<file path="config.mk">
export PLATFORM = sky130hd
export DESIGN_NAME = recursive_mutex_with_fifo_waiters_top
export DESIGN_NICKNAME = d
export VERILOG_FILES = /design/src/hw/rtl/rmutex_pkg.sv /design/src/hw/rtl/rmutex_queue.sv /design/src/hw/rtl/rmutex_ctrl.sv /design/src/hw/rtl/recursive_mutex_with_fifo_waiters_top.sv
export SDC_FILE = /design/constraint.sdc
export NUM_CORES = 1
export LEC_CHECK = 0
export BUFFER_PORTS_ARGS = -buffer_cell sky130_fd_sc_hd__buf_2
export CAP_MARGIN = 20
export CELL_PAD_IN_SITES_DETAIL_PLACEMENT = 1
export CELL_PAD_IN_SITES_GLOBAL_PLACEMENT = 2
export CORE_UTILIZATION = 38
export DETAILED_ROUTE_END_ITERATION = 16
export HOLD_SLACK_MARGIN = 0.12
export PLACE_DENSITY_LB_ADDON = 0.2
export REMOVE_ABC_BUFFERS = 1
export SYNTH_ARGS = -nofsm -noshare
export SYNTH_HDL_FRONTEND = slang
export SYNTH_SLANG_ARGS = --single-unit
export TNS_END_PERCENT = 30
</file>
<file path="constraint.sdc">
create_clock -name clk -period 4 [get_ports clk]
set_input_delay 0.2 -clock clk [delete_from_list [all_inputs] [get_ports clk]]
set_output_delay 0.2 -clock clk [all_outputs]
set_load 0.01 [all_outputs]
</file>
<file path="src/hw/rtl/rmutex_pkg.sv">
// shared types and constants for the recursive mutex block
// no dependencies; imported by every rtl module of the block

package rmutex_pkg;

    localparam int TID_W      = 4;
    localparam int STATUS_W   = 4;
    localparam int NEST_OUT_W = 8;

    // result status codes
    typedef enum logic [STATUS_W-1:0] {
        ST_GRANTED    = 4'd0,
        ST_NESTED     = 4'd1,
        ST_QUEUED     = 4'd2,
        ST_NEST_REL   = 4'd3,
        ST_FREED      = 4'd4,
        ST_HANDOFF    = 4'd5,
        ST_NOT_HOLDER = 4'd6,
        ST_DUP_WAIT   = 4'd7,
        ST_OVERFLOW   = 4'd8
    } status_t;

    // queue command from the lock control, tid doubles as lookup key
    typedef struct packed {
        logic             push;
        logic             pop;
        logic [TID_W-1:0] tid;
    } queue_cmd_t;

    // queue status back to the lock control
    typedef struct packed {
        logic             empty;
        logic             full;
        logic             waiting;
        logic [TID_W-1:0] head_tid;
    } queue_stat_t;

    // one result as it leaves the block
    typedef struct packed {
        status_t               status;
        logic                  woken_valid;
        logic [TID_W-1:0]      woken_thread;
        logic                  owner_valid;
        logic [TID_W-1:0]      owner_thread;
        logic [NEST_OUT_W-1:0] nest_count;
    } result_t;

endpackage

</file>
<file path="src/hw/rtl/rmutex_queue.sv">
// fifo of waiting threads with a per-thread waiting bit
// depends on rmutex_pkg

module rmutex_queue #(
    parameter int THREAD_COUNT = 16
) (
    input  logic                     clk,
    input  logic                     rst_n,
    input  rmutex_pkg::queue_cmd_t   cmd,
    output rmutex_pkg::queue_stat_t  stat
);
    import rmutex_pkg::*;

    localparam int IDX_W = $clog2(THREAD_COUNT);
    localparam int CNT_W = $clog2(THREAD_COUNT + 1);
    localparam int SUM_W = IDX_W + 1;

    logic [TID_W-1:0]        mem [THREAD_COUNT];
    logic [TID_W-1:0]        rd_reg;
    logic [IDX_W-1:0]        head_reg;
    logic [IDX_W-1:0]        head_next;
    logic [CNT_W-1:0]        count_reg;
    logic [CNT_W-1:0]        count_next;
    logic [THREAD_COUNT-1:0] waiting_reg;
    logic [THREAD_COUNT-1:0] waiting_next;
    logic [SUM_W-1:0]        tail_sum;
    logic [IDX_W-1:0]        tail_slot;

    // tail slot, wrapped once since head + count stays below twice the depth
    always_comb
    begin
        tail_sum = SUM_W'(head_reg) + SUM_W'(count_reg);
        if (tail_sum >= SUM_W'(THREAD_COUNT))
        begin
            tail_slot = IDX_W'(tail_sum - SUM_W'(THREAD_COUNT));
        end
        else
        begin
            tail_slot = IDX_W'(tail_sum);
        end
    end

    // head, count and waiting bits next values
    always_comb
    begin
        head_next    = head_reg;
        count_next   = count_reg;
        waiting_next = waiting_reg;
        if (cmd.push)
        begin
            count_next = count_reg + CNT_W'(1);
            waiting_next[IDX_W'(cmd.tid)] = 1'b1;
        end
        else if (cmd.pop)
        begin
            count_next = count_reg - CNT_W'(1);
            waiting_next[IDX_W'(rd_reg)] = 1'b0;
            if (head_reg == IDX_W'(THREAD_COUNT - 1))
            begin
                head_next = '0;
            end
            else
            begin
                head_next = head_reg + IDX_W'(1);
            end
        end
    end

    always_ff @(posedge clk or negedge rst_n)
    begin
        if (!rst_n)
        begin
            head_reg    <= '0;
            count_reg   <= '0;
            waiting_reg <= '0;
        end
        else
        begin
            head_reg    <= head_next;
            count_reg   <= count_next;
            waiting_reg <= waiting_next;
        end
    end

    // waiter memory write port
    always_ff @(posedge clk)
    begin
        if (cmd.push)
        begin
            mem[tail_slot] <= cmd.tid;
        end
    end

    // registered read of the next head entry, with write forwarding
    always_ff @(posedge clk)
    begin
        if (cmd.push && (tail_slot == head_next))
        begin
            rd_reg <= cmd.tid;
        end
        else
        begin
            rd_reg <= mem[head_next];
        end
    end

    assign stat.empty    = (count_reg == '0);
    assign stat.full     = (count_reg >= CNT_W'(THREAD_COUNT));
    assign stat.waiting  = waiting_reg[IDX_W'(cmd.tid)];
    assign stat.head_tid = rd_reg;

endmodule

</file>
<file path="src/hw/rtl/rmutex_ctrl.sv">
// lock owner state, request decision and result register
// depends on rmutex_pkg

module rmutex_ctrl #(
    parameter int THREAD_COUNT = 16,
    parameter int MAX_NESTING  = 255
) (
    input  logic                            clk,
    input  logic                            rst_n,
    input  logic                            req_valid,
    input  logic                            req_action,
    input  logic [rmutex_pkg::TID_W-1:0]    req_tid,
    input  rmutex_pkg::queue_stat_t         qstat,
    output rmutex_pkg::queue_cmd_t          qcmd,
    output logic                            res_valid,
    output rmutex_pkg::result_t             res
);
    import rmutex_pkg::*;

    localparam int NEST_W = $clog2(MAX_NESTING + 1);

    logic              held_reg;
    logic              held_next;
    logic [TID_W-1:0]  holder_reg;
    logic [TID_W-1:0]  holder_next;
    logic [NEST_W-1:0] nest_reg;
    logic [NEST_W-1:0] nest_next;
    logic              res_valid_reg;
    result_t           res_reg;
    result_t           res_next;
    status_t           st;
    logic              woke;
    logic              in_range;
    logic              is_holder;

    assign in_range  = (32'(req_tid) < THREAD_COUNT);
    assign is_holder = held_reg && (holder_reg == req_tid);

    // request decision
    always_comb
    begin
        held_next   = held_reg;
        holder_next = holder_reg;
        nest_next   = nest_reg;
        st          = ST_NOT_HOLDER;
        woke        = 1'b0;
        qcmd.push   = 1'b0;
        qcmd.pop    = 1'b0;
        qcmd.tid    = req_tid;
        if (!in_range)
        begin
            st = ST_NOT_HOLDER;
        end
        else if (!req_action)
        begin
            // acquire
            if (is_holder)
            begin
                if (nest_reg >= NEST_W'(MAX_NESTING))
                begin
                    st = ST_OVERFLOW;
                end
                else
                begin
                    nest_next = nest_reg + NEST_W'(1);
                    st        = ST_NESTED;
                end
            end
            else if (qstat.waiting)
            begin
                st = ST_DUP_WAIT;
            end
            else if (!held_reg)
            begin
                held_next   = 1'b1;
                holder_next = req_tid;
                nest_next   = NEST_W'(1);
                st          = ST_GRANTED;
            end
            else if (qstat.full)
            begin
                st = ST_DUP_WAIT;
            end
            else
            begin
                qcmd.push = req_valid;
                st        = ST_QUEUED;
            end
        end
        else
        begin
            // release
            if (!is_holder)
            begin
                st = ST_NOT_HOLDER;
            end
            else if (nest_reg > NEST_W'(1))
            begin
                nest_next = nest_reg - NEST_W'(1);
                st        = ST_NEST_REL;
            end
            else if (qstat.empty)
            begin
                held_next   = 1'b0;
                holder_next = '0;
                nest_next   = '0;
                st          = ST_FREED;
            end
            else
            begin
                qcmd.pop    = req_valid;
                holder_next = qstat.head_tid;
                nest_next   = NEST_W'(1);
                woke        = 1'b1;
                st          = ST_HANDOFF;
            end
        end
    end

    // result fields from the state after this request
    always_comb
    begin
        res_next.status       = st;
        res_next.woken_valid  = woke;
        res_next.woken_thread = woke ? qstat.head_tid : '0;
        res_next.owner_valid  = held_next;
        res_next.owner_thread = held_next ? holder_next : '0;
        res_next.nest_count   = held_next ? NEST_OUT_W'(nest_next) : '0;
    end

    // lock state and strobe
    always_ff @(posedge clk or negedge rst_n)
    begin
        if (!rst_n)
        begin
            held_reg      <= 1'b0;
            holder_reg    <= '0;
            nest_reg      <= '0;
            res_valid_reg <= 1'b0;
        end
        else
        begin
            res_valid_reg <= req_valid;
            if (req_valid)
            begin
                held_reg   <= held_next;
                holder_reg <= holder_next;
                nest_reg   <= nest_next;
            end
        end
    end

    // result payload
    always_ff @(posedge clk)
    begin
        if (req_valid)
        begin
            res_reg <= res_next;
        end
    end

    assign res_valid = res_valid_reg;
    assign res       = res_reg;

endmodule

</file>
<file path="src/hw/rtl/recursive_mutex_with_fifo_waiters_top.sv">
// top level of the recursive mutex with a fifo of waiting threads
// depends on rmutex_pkg, rmutex_queue, rmutex_ctrl
//
// usage:
//   a request is action (0 acquire, 1 release) and thread_id, taken at a
//   rising edge where start is high and busy is low. busy never rises, so
//   a request may be issued in every cycle.
//   each request produces exactly one result: status, woken_valid,
//   woken_thread, owner_valid, owner_thread and nest_count, shown for one
//   cycle with done high. the receiver cannot stall; results must be
//   taken in the cycle they appear.
//   the request passes the input register, then one decision stage
//   into the result register, which drives done and the result.
//   throughput: one request per cycle; the decision reads the owner
//   registers and the prefetched head of the waiter memory, which is
//   read ahead at the next head address.
//   reset (rst_n low, asynchronous) frees the lock, empties the waiter
//   queue and clears all waiting bits; no clearing pass is needed, so
//   requests may start in the first cycle after reset.

module recursive_mutex_with_fifo_waiters_top #(
    parameter int THREAD_COUNT = 16,
    parameter int MAX_NESTING  = 255
) (
    input  logic                                clk,
    input  logic                                rst_n,
    input  logic                                start,
    output logic                                busy,
    input  logic                                action,
    input  logic [rmutex_pkg::TID_W-1:0]        thread_id,
    output logic                                done,
    output logic [rmutex_pkg::STATUS_W-1:0]     status,
    output logic                                woken_valid,
    output logic [rmutex_pkg::TID_W-1:0]        woken_thread,
    output logic                                owner_valid,
    output logic [rmutex_pkg::TID_W-1:0]        owner_thread,
    output logic [rmutex_pkg::NEST_OUT_W-1:0]   nest_count
);
    import rmutex_pkg::*;

    logic             req_valid_reg;
    logic             action_reg;
    logic [TID_W-1:0] tid_reg;
    queue_cmd_t       qcmd;
    queue_stat_t      qstat;
    result_t          res;

    // a request is taken in every cycle
    assign busy = 1'b0;

    // input register
    always_ff @(posedge clk or negedge rst_n)
    begin
        if (!rst_n)
        begin
            req_valid_reg <= 1'b0;
        end
        else
        begin
            req_valid_reg <= start && !busy;
        end
    end

    always_ff @(posedge clk)
    begin
        if (start && !busy)
        begin
            action_reg <= action;
            tid_reg    <= thread_id;
        end
    end

    rmutex_queue #(
        .THREAD_COUNT (THREAD_COUNT)
    ) u_queue (
        .clk   (clk),
        .rst_n (rst_n),
        .cmd   (qcmd),
        .stat  (qstat)
    );

    rmutex_ctrl #(
        .THREAD_COUNT (THREAD_COUNT),
        .MAX_NESTING  (MAX_NESTING)
    ) u_ctrl (
        .clk        (clk),
        .rst_n      (rst_n),
        .req_valid  (req_valid_reg),
        .req_action (action_reg),
        .req_tid    (tid_reg),
        .qstat      (qstat),
        .qcmd       (qcmd),
        .res_valid  (done),
        .res        (res)
    );

    // result ports
    assign status       = res.status;
    assign woken_valid  = res.woken_valid;
    assign woken_thread = res.woken_thread;
    assign owner_valid  = res.owner_valid;
    assign owner_thread = res.owner_thread;
    assign nest_count   = res.nest_count;

endmodule

</file>
==> results_dict.tcl <==
set metrics [dict create \
    outcome "completed" \
    grt_pass1_wl_mm 26.5 \
    io_buffers 30 \
    num_rows 47 \
    fp.dieW_um 133 \
    endpoint_kind "flop" \
    power_frac_seq_pct 41.2 \
    pre_cts_ws_ps 549 \
    place_inst 753 \
    tns_ps 0 \
    slowest_stage "edfxtp_1" \
    finalCritPeriodShare_pct 87.0 \
    numCtsBuffers 17 \
    required_ps 4360 \
    core_um2 16600 \
    wirelength_mm 17.0 \
    antenna_found_initial 0 \
    drv_slew 0 \
    clkSinkCount 135 \
    slew_headroom_pct 40.8 \
    synth_area_per_cell_um2 12.4 \
    grt_max_degree 41 \
    htreeDepth 4 \
    fill_cells 1725 \
    power.internal_uw 3170 \
    track_usage_pct 20.4 \
    vias_per_cell 5.53 \
    setup_ws_ps 519 \
    drt_first_pass_iters 4 \
    cts_max_path_buffers 2 \
    hold_path.class "in -> async" \
    antenna_cells 0 \
    drc_errors 0 \
    die_height_um 133 \
    layout.nets 580 \
    peakVddDrop_mv 0.333 \
    ys_seq_area_share_pct 58.6 \
    antenna_left 0 \
    path_buf_inv 2 \
    finalClockSkew_ps 7.38 \
    clk_pin_slew_ps 60 \
    mostFrequentLayoutCells "edfxtp_1 (91), a21oi_1 (54), dfrtp_1 (40)" \
    io_pins 32 \
    crit_chain "xnor2_1 > and4_4 > or4_4 > or3_1 > inv_2 > fa_1 > inv_1 > a21o_1 > a21oi_1 > mux2i_1 > xor2_1" \
    p_leak_uw 0.00283 \
    rsz0062_at_grt "no" \
    synth_ff_type "edfxtp_1" \
    synth.yosys.warnings 0 \
    path_class "reg -> reg" \
    design_area_um2 7520 \
    arrival_ps 3840 \
    syn_to_final_growth_pct 15.7 \
    synth-seq-cells 135 \
    fp.dieArea_um2 17600 \
    placed_area_um2 6870 \
    max_freq_ghz 0.287 \
    hold_violations 0 \
    path_delay_family "simple AND/OR/NAND/NOR gates" \
    via_count 4376 \
    switchingPower_uw 1610 \
    critical_path.max_fanout 16 \
    r2r_slack_ps 520 \
    period_needed_ps 3480 \
    worstMarginPinSlew_ps 881 \
    netlist_instances 523 \
    synth_async_sr_flop_share_pct 29.6 \
    cts_root_buffer "clkbuf_16" \
    cts_tree "built" \
    power_frac_comb_pct 25.8 \
    initial_utilization_pct 39.1 \
    largest_reg_flops 64 \
    layout.cells.non_filler 792 \
    grt_overflow 0 \
    power_switching_share_pct 33.7 \
    synthDistinctLibCells 63 \
    dp_hpwl_mm 11.9 \
    clk_latency_ps 430 \
    p_total_uw 4780 \
    drt_iter0_drc 286 \
    cpPeakStageDelay_ps 810 \
    cap_violations 0 \
    cts_resized 0 \
    finalSetupViolations 0 \
    p_clk_share_pct 33.0 \
    syn_area_um2 6510 \
    final_common_cell "edfxtp_1" \
    first_global_vias 4657 \
    synth_edf_count 91 \
    routabilityCongestion 0.812 \
    layout-drive-gt1-share_pct 18.9 \
    wl_per_cell_um 21.4 \
    critPathLaunchType "flop" \
    power_density_nw_per_um2 636 \
]
## worst register-to-register path, cell delays in order (launching register included)
cell,delay [ps]
edfxtp_1,810
xnor2_1,220
and4_4,240
or4_4,460
or3_1,520
inv_2,150
fa_1,220
inv_1,60
a21o_1,170
a21oi_1,170
mux2i_1,230
xor2_1,160
## synth_stat cells, types with 4 or more instances
master,count,area share [%]
a21o_1,8,0.92
a21oi_1,54,4.2
a221oi_1,4,0.54
a22oi_1,4,0.46
a31oi_1,9,0.87
and2_1,7,0.67
and3_1,9,0.87
buf_4,5,0.58
clkbuf_1,22,1.3
dfrtp_1,40,15
dfxtp_1,4,1.2
edfxtp_1,91,42
ha_1,11,2.1
inv_1,11,0.63
mux2i_1,16,2.5
mux4_2,18,6.2
nand2_1,36,2.1
nand3_1,20,1.5
nand4_1,7,0.67
nor2_1,35,2.0
nor2b_1,7,0.67
nor3_1,14,1.1
nor3b_1,4,0.46
o21ai_0,12,0.92
o31ai_1,4,0.46
xnor2_1,11,1.5
xor2_1,4,0.54
## metal layers
layer	global-route usage [%]	vias to the layer above	routed length, um
met5	0	-	0
met4	8.24	0	342
met3	3.95	24	541
met2	33.0	80	8190
met1	27.0	2218	7900
li1	-	2054	-
## power groups by stage
| stage | Sequential [uW] | Combinational [uW] | Clock, uW |
|---|---|---|---|
| after global routing | 2010 | 1370 | 1640 |
| final | 1970 | 1240 | 1580 |
| after CTS | 1970 | 1250 | 1600 |
| after global placement | 2000 | 1200 | 0 |
| after floorplan | 1990 | 813 | 0 |
| after detailed placement | 1990 | 1230 | 0 |
## cell families (layout without fill, tap and decap cells)
group	Yosys count	in the layout	synth area share (%)
fa+ha+maj	13	13	2.73
xor+xnor	15	15	2.02
mux	39	39	9.56
other cells	1	1	0.0576
flops	135	135	58.6
buf+inv	44	93	3.10
simple gates	160	160	12.8
compound gates	116	116	11.1
## worst paths after layout
check | cells after the start | endpoint | startpoint
min in group clk | 2 | action_reg$_DFFE_PP_ | action
worst min register to register | 2 | u_queue.waiting_reg[9]$_DFFE_PN0P_ | u_queue.waiting_reg[9]$_DFFE_PN0P_
worst min-delay path | 3 | u_queue.head_reg[0]$_DFF_PN0_ | rst_n
worst max-delay path | 11 | u_queue.count_reg[4]$_DFFE_PN0P_ | tid_reg[1]$_DFFE_PP_
worst max register to register | 11 | u_queue.count_reg[4]$_DFFE_PN0P_ | tid_reg[1]$_DFFE_PP_
max in group asynchronous | 3 | u_queue.waiting_reg[5]$_DFFE_PN0P_ | rst_n
## cell type report
cell class / count / area [um^2] / share of cell area [%]
Sequential cell: 135 / 3810 / 50.7
Tap cell: 220 / 275 / 3.66
Timing Repair Buffer: 49 / 310 / 4.12
Clock buffer: 17 / 425 / 5.65
Clock inverter: 15 / 164 / 2.18
Multi-Input combinational cell: 344 / 2490 / 33.1
Inverter: 12 / 45.0 / 0.599
## metrics by stage
| step | util (%) | hold WS, ps |
|---|---|---|
| 5_1_grt | 45.2 | 441 |
| 4_1_cts | 45.2 | 397 |
| 6_report | 45.2 | 374 |
| 3_5_place_dp | 41.3 | 320 |
| 2_1_floorplan | - | -95.6 |
| 3_3_place_gp | 41.3 | 322 |
## what timing repair did
item                                    4_1_cts  5_1_grt
hold endpoints to repair                     51        0
endpoints found under the setup margin        0        0
setup buffers                                 0        0
hold buffers                                  7        0
Power figures use the tool's default switching activity.
